### src/hdl/hbdf_pkg.sv
// ----------------------------------------------------------------------------
// hbdf_pkg
// Shared types, widths and codes for the histogram-biased distance force block.
// ----------------------------------------------------------------------------
`default_nettype none

package hbdf_pkg;

    localparam int NUM_BINS_DEF  = 64;
    localparam int FRAC_BITS_DEF = 16;

    localparam int POS_W  = 32;   // position component
    localparam int MAG_W  = 33;   // |P - O| per component
    localparam int R_W    = 34;   // distance
    localparam int SS_W   = 66;   // sum of squares
    localparam int MA_W   = 64;   // serial multiplier, multiplicand
    localparam int MB_W   = 34;   // serial multiplier, multiplier
    localparam int MP_W   = MA_W + MB_W;
    localparam int DD_W   = 68;   // divider dividend
    localparam int DV_W   = 34;   // divider divisor
    localparam int OUT_W  = 48;
    localparam int CNT_W  = 32;
    localparam int ACC_W  = 64;
    localparam int CFG_W  = 32;
    localparam int CIDX_W = 3;

    localparam logic [CIDX_W-1:0] CFG_BIN_RECIP = 3'd0;
    localparam logic [CIDX_W-1:0] CFG_PERIOD    = 3'd1;
    localparam logic [CIDX_W-1:0] CFG_MIN_DIST  = 3'd2;
    localparam logic [CIDX_W-1:0] CFG_MAX_DIST  = 3'd3;
    localparam logic [CIDX_W-1:0] CFG_SPRING_K  = 3'd4;

    typedef enum logic [1:0] {
        OP_LOAD_TAB = 2'd0,
        OP_LOAD_CNT = 2'd1,
        OP_SAMPLE   = 2'd2,
        OP_CALC     = 2'd3
    } op_t;

    typedef enum logic [1:0] {
        ST_OK    = 2'd0,
        ST_ZERO  = 2'd1,
        ST_RANGE = 2'd2
    } status_t;

    typedef enum logic [2:0] {
        MS_SQ  = 3'd0,
        MS_BIN = 3'd1,
        MS_SP1 = 3'd2,
        MS_SP2 = 3'd3,
        MS_TAB = 3'd4
    } mul_sel_t;

    typedef enum logic {
        DS_PER = 1'b0,
        DS_SPR = 1'b1
    } div_sel_t;

    typedef enum logic [4:0] {
        S_IDLE, S_LOAD, S_DIFF, S_SQ_GO, S_SQ_WAIT, S_SQRT_GO, S_SQRT_WAIT,
        S_DECIDE, S_PER_GO, S_PER_WAIT, S_BIN_GO, S_BIN_WAIT, S_BIN_CHK,
        S_CNT_RD, S_CNT_WR, S_MAC_GO, S_MAC_RUN, S_MAC_DRAIN, S_TAB_GO,
        S_TAB_WAIT, S_SP1_GO, S_SP1_WAIT, S_DIV_WAIT, S_SP2_WAIT, S_OUT
    } state_t;

    typedef struct packed {
        logic     latch;
        logic     diff;
        logic     comp_clr;
        logic     comp_inc;
        logic     sq_acc;
        logic     mul_start;
        mul_sel_t mul_sel;
        logic     div_start;
        div_sel_t div_sel;
        logic     sqrt_start;
        logic     bin_take;
        logic     cnt_wr;
        logic     load_wr;
        logic     mac_start;
        logic     mac_issue;
        logic     store_force;
        logic     set_status;
        status_t  status;
        logic     out_load;
    } dp_cmd_t;

    typedef struct packed {
        logic mul_done;
        logic div_done;
        logic sqrt_done;
        op_t  op;
        logic load_oob;
        logic rem_nz;
        logic r_zero;
        logic outside;
        logic bin_oob;
        logic mac_last;
        logic mac_busy;
        logic comp_last;
        logic out_free;
    } dp_stat_t;

endpackage

`default_nettype wire

### src/hdl/hbdf_ctrl.sv
// ----------------------------------------------------------------------------
// hbdf_ctrl
// Controller: sequences one word through load, distance, sampling or force paths.
// ----------------------------------------------------------------------------
`default_nettype none

module hbdf_ctrl import hbdf_pkg::*; (
    input  wire logic     aclk,
    input  wire logic     aresetn,
    input  wire logic     s_valid,
    output logic          s_ready,
    input  wire dp_stat_t stat,
    output dp_cmd_t       cmd
);

    state_t state_reg, state_next;

    always_ff @(posedge aclk) begin
        if (!aresetn) begin
            state_reg <= S_IDLE;
        end else begin
            state_reg <= state_next;
        end
    end

    always_comb begin
        state_next = state_reg;
        cmd        = '0;
        s_ready    = 1'b0;
        unique case (state_reg)
            S_IDLE: begin
                s_ready = 1'b1;
                if (s_valid) begin
                    cmd.latch  = 1'b1;
                    state_next = S_LOAD;
                end
            end
            S_LOAD: begin
                if (stat.op == OP_LOAD_TAB || stat.op == OP_LOAD_CNT) begin
                    if (stat.load_oob) begin
                        cmd.set_status = 1'b1;
                        cmd.status     = ST_RANGE;
                    end else begin
                        cmd.load_wr = 1'b1;
                    end
                    state_next = S_OUT;
                end else begin
                    state_next = S_DIFF;
                end
            end
            S_DIFF: begin
                cmd.diff     = 1'b1;
                cmd.comp_clr = 1'b1;
                state_next   = S_SQ_GO;
            end
            S_SQ_GO: begin
                cmd.mul_start = 1'b1;
                cmd.mul_sel   = MS_SQ;
                state_next    = S_SQ_WAIT;
            end
            S_SQ_WAIT: begin
                if (stat.mul_done) begin
                    cmd.sq_acc = 1'b1;
                    if (stat.comp_last) begin
                        state_next = S_SQRT_GO;
                    end else begin
                        cmd.comp_inc = 1'b1;
                        state_next   = S_SQ_GO;
                    end
                end
            end
            S_SQRT_GO: begin
                cmd.sqrt_start = 1'b1;
                state_next     = S_SQRT_WAIT;
            end
            S_SQRT_WAIT: begin
                if (stat.sqrt_done) begin
                    state_next = S_DECIDE;
                end
            end
            S_DECIDE: begin
                cmd.comp_clr = 1'b1;
                priority if (stat.op == OP_SAMPLE) begin
                    state_next = S_PER_GO;
                end else if (stat.r_zero) begin
                    cmd.set_status = 1'b1;
                    cmd.status     = ST_ZERO;
                    state_next     = S_OUT;
                end else if (stat.outside) begin
                    state_next = S_SP1_GO;
                end else begin
                    state_next = S_BIN_GO;
                end
            end
            S_PER_GO: begin
                cmd.div_start = 1'b1;
                cmd.div_sel   = DS_PER;
                state_next    = S_PER_WAIT;
            end
            S_PER_WAIT: begin
                if (stat.div_done) begin
                    state_next = stat.rem_nz ? S_OUT : S_BIN_GO;
                end
            end
            S_BIN_GO: begin
                cmd.mul_start = 1'b1;
                cmd.mul_sel   = MS_BIN;
                state_next    = S_BIN_WAIT;
            end
            S_BIN_WAIT: begin
                if (stat.mul_done) begin
                    state_next = S_BIN_CHK;
                end
            end
            S_BIN_CHK: begin
                cmd.bin_take = 1'b1;
                priority if (stat.bin_oob) begin
                    cmd.set_status = 1'b1;
                    cmd.status     = ST_RANGE;
                    state_next     = S_OUT;
                end else if (stat.op == OP_SAMPLE) begin
                    state_next = S_CNT_RD;
                end else begin
                    state_next = S_MAC_GO;
                end
            end
            S_CNT_RD: begin
                state_next = S_CNT_WR;
            end
            S_CNT_WR: begin
                cmd.cnt_wr = 1'b1;
                state_next = S_OUT;
            end
            S_MAC_GO: begin
                cmd.mac_start = 1'b1;
                state_next    = S_MAC_RUN;
            end
            S_MAC_RUN: begin
                cmd.mac_issue = 1'b1;
                if (stat.mac_last) begin
                    state_next = S_MAC_DRAIN;
                end
            end
            S_MAC_DRAIN: begin
                if (!stat.mac_busy) begin
                    state_next = S_TAB_GO;
                end
            end
            S_TAB_GO: begin
                cmd.mul_start = 1'b1;
                cmd.mul_sel   = MS_TAB;
                state_next    = S_TAB_WAIT;
            end
            S_TAB_WAIT: begin
                if (stat.mul_done) begin
                    cmd.store_force = 1'b1;
                    if (stat.comp_last) begin
                        state_next = S_OUT;
                    end else begin
                        cmd.comp_inc = 1'b1;
                        state_next   = S_TAB_GO;
                    end
                end
            end
            S_SP1_GO: begin
                cmd.mul_start = 1'b1;
                cmd.mul_sel   = MS_SP1;
                state_next    = S_SP1_WAIT;
            end
            S_SP1_WAIT: begin
                if (stat.mul_done) begin
                    cmd.div_start = 1'b1;
                    cmd.div_sel   = DS_SPR;
                    state_next    = S_DIV_WAIT;
                end
            end
            S_DIV_WAIT: begin
                if (stat.div_done) begin
                    cmd.mul_start = 1'b1;
                    cmd.mul_sel   = MS_SP2;
                    state_next    = S_SP2_WAIT;
                end
            end
            S_SP2_WAIT: begin
                if (stat.mul_done) begin
                    cmd.store_force = 1'b1;
                    if (stat.comp_last) begin
                        state_next = S_OUT;
                    end else begin
                        cmd.comp_inc = 1'b1;
                        state_next   = S_SP1_GO;
                    end
                end
            end
            S_OUT: begin
                if (stat.out_free) begin
                    cmd.out_load = 1'b1;
                    state_next   = S_IDLE;
                end
            end
            default: state_next = S_IDLE;
        endcase
    end

endmodule

`default_nettype wire

### config.mk
export PLATFORM = sky130hd
export DESIGN_NAME = hbdf_ctrl
export DESIGN_NICKNAME = d
export VERILOG_FILES = /design/src/hdl/hbdf_pkg.sv /design/src/hdl/hbdf_ctrl.sv
export SDC_FILE = /design/constraint.sdc
export NUM_CORES = 1
export LEC_CHECK = 0
export BUFFER_PORTS_ARGS = -buffer_cell sky130_fd_sc_hd__buf_2
export CAP_MARGIN = 10
export CORE_MARGIN = 1.5
export CORE_UTILIZATION = 43
export DETAILED_ROUTE_END_ITERATION = 7
export PLACE_DENSITY = 0.79
export SLEW_MARGIN = 20
export SYNTH_ARGS = -nofsm -noshare
export SYNTH_HDL_FRONTEND = slang
export SYNTH_SLANG_ARGS = --single-unit
### constraint.sdc
create_clock -name aclk -period 1.7 [get_ports aclk]
set_clock_uncertainty 0.1 [all_clocks]
set_input_delay 0.17 -clock aclk [delete_from_list [all_inputs] [get_ports aclk]]
set_output_delay 0.17 -clock aclk [all_outputs]
set_load 0.01 [all_outputs]
After elaboration in Yosys (flattened, before gate mapping)
Index checks and enable logic that the tools add are counted.
Word-level totals
  bits in registers: 5
  output and inout bits: 23
  input bits: 17
  word-level logic and storage cells: 100
Cells by class
  reduce and logical (&&, ||, !) cells: 6
  muxes and demuxes: 55
  eq/ne operators: 38
Operators by type and width (count)
  $pmux W5 S25: 1
  $mux W5: 18
  $eq A5 B5 Y1 const B: 9
  $eq A5 B4 Y1 const B: 8
  $ne A2 B2 Y1 const B: 12
  $eq A5 B3 Y1 const B: 4
  $mux W1: 20
  $pmux W4 S5: 1
  $mux W3: 6
  $mux W4: 3
  $reduce_and A12 Y1: 1
  $eq A5 B2 Y1 const B: 2
  $pmux W3 S3: 1
  $mux W2: 3
  $eq A5 B1 Y1 const B: 1
  $logic_not A5 Y1: 1
  $pmux W2 S2: 1
  $reduce_or A2 Y1: 2
  $eq A2 B1 Y1 const B: 1
  $eq A2 B2 Y1 const B: 1
  $logic_not A2 Y1: 1
  $pmux W1 S2: 1
  $logic_or A1 B1 Y1: 1

Depth between registers and ports, before layout
  depth in word-level cells: 4
  mapped depth: 7

Least setup slack after synthesis
No wires, ideal clock.
  kind: register to output
  start: reg state_reg[3]
  end: out cmd[3] in the netlist's numbering
  arrival: 1536 ps
  cell stages (with the launch flop): 7
  required time: 1430 ps
  slack: -106 ps
  path through: dfxtp_1 > buf_6 > clkbuf_1 > nand2_1 > nor3_1 > a22o_1 > or2_1
RTL lines
  start: declaration: RTL line hbdf_ctrl.sv:16  | state_t state_reg, state_next;
  start signal: assignment: RTL line hbdf_ctrl.sv:22  | state_reg <= state_next;
  end: declaration: RTL line hbdf_ctrl.sv:13  | output dp_cmd_t cmd

==> results.txt <==
----------------------------------------------------
[Final layout]
  Layout net count ... 222
  Layout Area Growth over Synthesis ... 77.04%
  Cell area after layout ... 0.001659 mm2
  Max reg flops ... 5
  Count of fill cells added during filler insertion ... 104
  Finished Layout Cells ... 231
  Ant diodes ... 0
  Share of layout cells above drive strength 1 ... 57.35%

[Timing]
  Final Cycle Share ... 113.9%
  Slew at the pin with the worst max-slew slack ... 0.3827 ns
  Setup violations, final ... 20
  Worst slew slack as a fraction of its limit ... 74.49%
  PnR worst setup slack ... -0.2357 ns
  Unrepaired setup endpoints after global routing ... yes
  Count of final max-slew check failures ... 0
  Max frequency ... 0.5166 GHz
  Final worst path period need ... 1.936 ns
  Final Hold Viols ... 0
  Final total negative setup slack ... -2.880 ns

[GRT]
  GRT overflow ... 0
  Number of global-route vias before repair ... 1349
  First-pass GRT wire length ... 5.982 mm
  Antenna violations before repair ... 0
  GR peak layer ... met2
  Grt met1 use ... 32.72%
  Global-route usage over all layers ... 31.35%
  GR Layer Usage met3 ... 3.939%
  GR Layer Usage met2 ... 58.00%
  Maximum number of pins on one net before global-route repair ... 11

[Flow run]
  Maxcap violations ... 0

[Place]
  I/O Buffers ... 39
  Worst slack at placement ... -0.1401 ns
  Placed cell count ... 214
  Routability cong. ... 0.9380
  Placement Cell Area ... 0.001289 mm2
  Detailed placement HPWL ... 2.527 mm

[Die]
  Row count ... 16
  Number of top-level pins ... 40
  Initial Utilization ... 46.81%
  Floorplan die width ... 49.69 um
  Area of the die ... 0.002469 mm2
  Placeable Area ... 0.002002 mm2
  Die H ... 49.69 um

[Clocking]
  Clock transition at the registers of the reported paths ... 0.06 ns
  Clock network latency to the later pin of the worst-skew pair ... 0.27 ns
  Maximum root-to-sink buffer count ... 2
  Number of buffers created by CTS ... 3
  Clock root cell ... clkbuf_4
  H-tree levels ... 1
  TritonCTS sink count ... 5
  TritonCTS clock tree ... yes

[Detailed routing]
  Detailed-router iteration count before antenna repair ... 5
  Post-route DRC ... 0
  Wire length per cell ... 20.90 um
  Vias per cell ... 6.532
  Final WL ... 4.828 mm
  Routed Antenna Nets ... 0
  Via count ... 1509
  DRT iter0 DRCs ... 68

[Hold path]
  Instance count along the most critical hold path ... 3
  Class of the most critical hold timing path ... in2reg
  Endpoint, Worst Hold ... state_reg[3]
  HP Start ... aresetn

[Synth]
  Async set-or-reset flop fraction in the synthesized netlist ... 0%
  Post-Synthesis Mean Instance Area ... 6.891 um2
  Number of instances in the synthesized netlist ... 136
  Synthesis Warnings ... 0
  Number of register bits inferred by synthesis ... 5
  Main synth FF type ... dfxtp_1
  Synthesized Nets ... 153
  Sequential cell area fraction in the yosys report ... 10.68%
  Number of enable-type register cells in the synthesized netlist ... 0
  Number of distinct library cells after synthesis ... 48
  Area of the mapped netlist ... 937.1 um2

[Worst setup path]
  WP data required ... 1.43 ns
  Critical Path Fanout Max ... 7
  Data arrival time of the critical path ... 1.67 ns
  Worst r2r dst ... state_reg[1]
  Worst setup path class ... reg2out
  Kind of capture point of the worst setup path ... output pin
  Minimum setup slack among reg-to-reg paths ... -0.20 ns
  Worst-case reg-to-reg path depth ... 6
  R2R Path Start ... state_reg[3]
  Worst Setup Start Kind ... flip-flop

[Pwr]
  Net Sw Frac ... 49.39%
  Leakage power ... 0.7702 nW
  Clock network fraction of total power ... 5.8%
  Sequential share of power ... 12.2%
  Psw ... 1.330 mW
  Cell area power density ... 1623 mW/mm2
  Gate power share ... 82.0%
  Internal power ... 1.363 mW
  Peak ir drop on the vdd network ... 1.537 mV

[Status]
  Violated checks ... setup timing
  Result of the run ... finished, violations left

----------------------------------------------------
[synth_stat cells (3+ instances only)]
cell	instances	area share, %
a21oi_1	8	4.3
and3_1	9	6.0
buf_2	4	2.1
clkbuf_1	3	1.2
dfxtp_1	5	11
mux2i_1	7	7.5
nand2_1	13	5.2
nand2b_1	8	5.3
nor2_1	10	4.0
nor2b_1	6	4.0
nor3_1	5	2.7
o21ai_0	7	3.7
o31ai_1	4	3.2
[worst max-delay path by stage]
stage	start	endpoint	slack, ns	cells after the start
finish	state_reg[2]	cmd[12]	-0.24	8
global route	state_reg[3]	state_reg[1]	-0.29	6
detailed placement	state_reg[4]	state_reg[2]	-0.14	5
floorplan	state_reg[2]	cmd[3]	0.05	6
global placement	state_reg[4]	state_reg[4]	-0.07	5
CTS	state_reg[1]	cmd[3]	-0.11	5
[cells in the final DEF (no fill, tap or decap), types with 3 or more instances in the layout]
cell type and count:
nor2_1 7, nand2_1 11, nor3_1 3, dfxtp_4 5, mux2i_1 7, a21oi_2 4, buf_2 36, a21oi_1 5
nor2b_1 4, clkbuf_4 3, o31ai_1 4, nand2b_1 6, buf_4 28, and3_1 7, o21ai_0 6, buf_6 11
nor2_4 4
[cell type report]
class | instances | area [um2] | area share (%)
clock buffer | 4 | 26.28 | 1.584
inverter | 3 | 11.26 | 0.6787
multi-input combinational | 116 | 939.7 | 56.64
sequential | 5 | 118.9 | 7.164
tap | 27 | 33.78 | 2.036
timing repair buffer | 76 | 529.3 | 31.90
[power by group through the flow]
stage	sequential, mW	combinational, mW	clock (mW)
after global placement	0.278	1.45	0
after global routing	0.332	2.33	0.166
after floorplan	0.196	1.03	0
after CTS	0.296	1.70	0.142
after detailed placement	0.286	1.48	0
final	0.329	2.21	0.156
[cells by family (layout without fill, tap and decap cells)]
logic type | count (synthesis) | count (layout) | synth area share [%]
AOI/OAI and AO/OA | 37 | 37 | 28.31
buffers and inverters | 15 | 83 | 8.545
DFF | 5 | 5 | 10.68
muxes | 7 | 7 | 7.477
and+or+nand+nor | 72 | 72 | 44.99
[metal layers]
layer | vias to the layer above | part of all wire (%)
met2 | 149 | 47
met4 | 0 | 8.1
met1 | 673 | 35
met5 | - | 0
li1 | 635 | -
met3 | 52 | 10
[metrics by stage]
step	power [mW]	hold slack [ns]	util, %
finish	2.693	0.1339	82.88
global route	2.832	0.1534	82.88
CTS	2.138	0.1437	72.25
detailed placement	1.766	0.4067	64.38
global placement	1.723	0.4021	64.38
floorplan	1.226	0.2864	-
[worst max-delay path: stages (launching register included)]
cell,delay (ns)
dfxtp_4,0.37
buf_4,0.14
buf_6,0.11
and3b_2,0.23
buf_6,0.14
and3_4,0.14
a21oi_2,0.09
nor2_1,0.04
buf_2,0.13
[what timing repair did]
action,4_1_cts,5_1_grt
pin swaps,4,15
hold buffers,0,0
setup endpoints to repair,21,17
gates resized for setup,29,31
buffers inserted,6,7
Note: power is estimated with default switching activity, not from simulation.
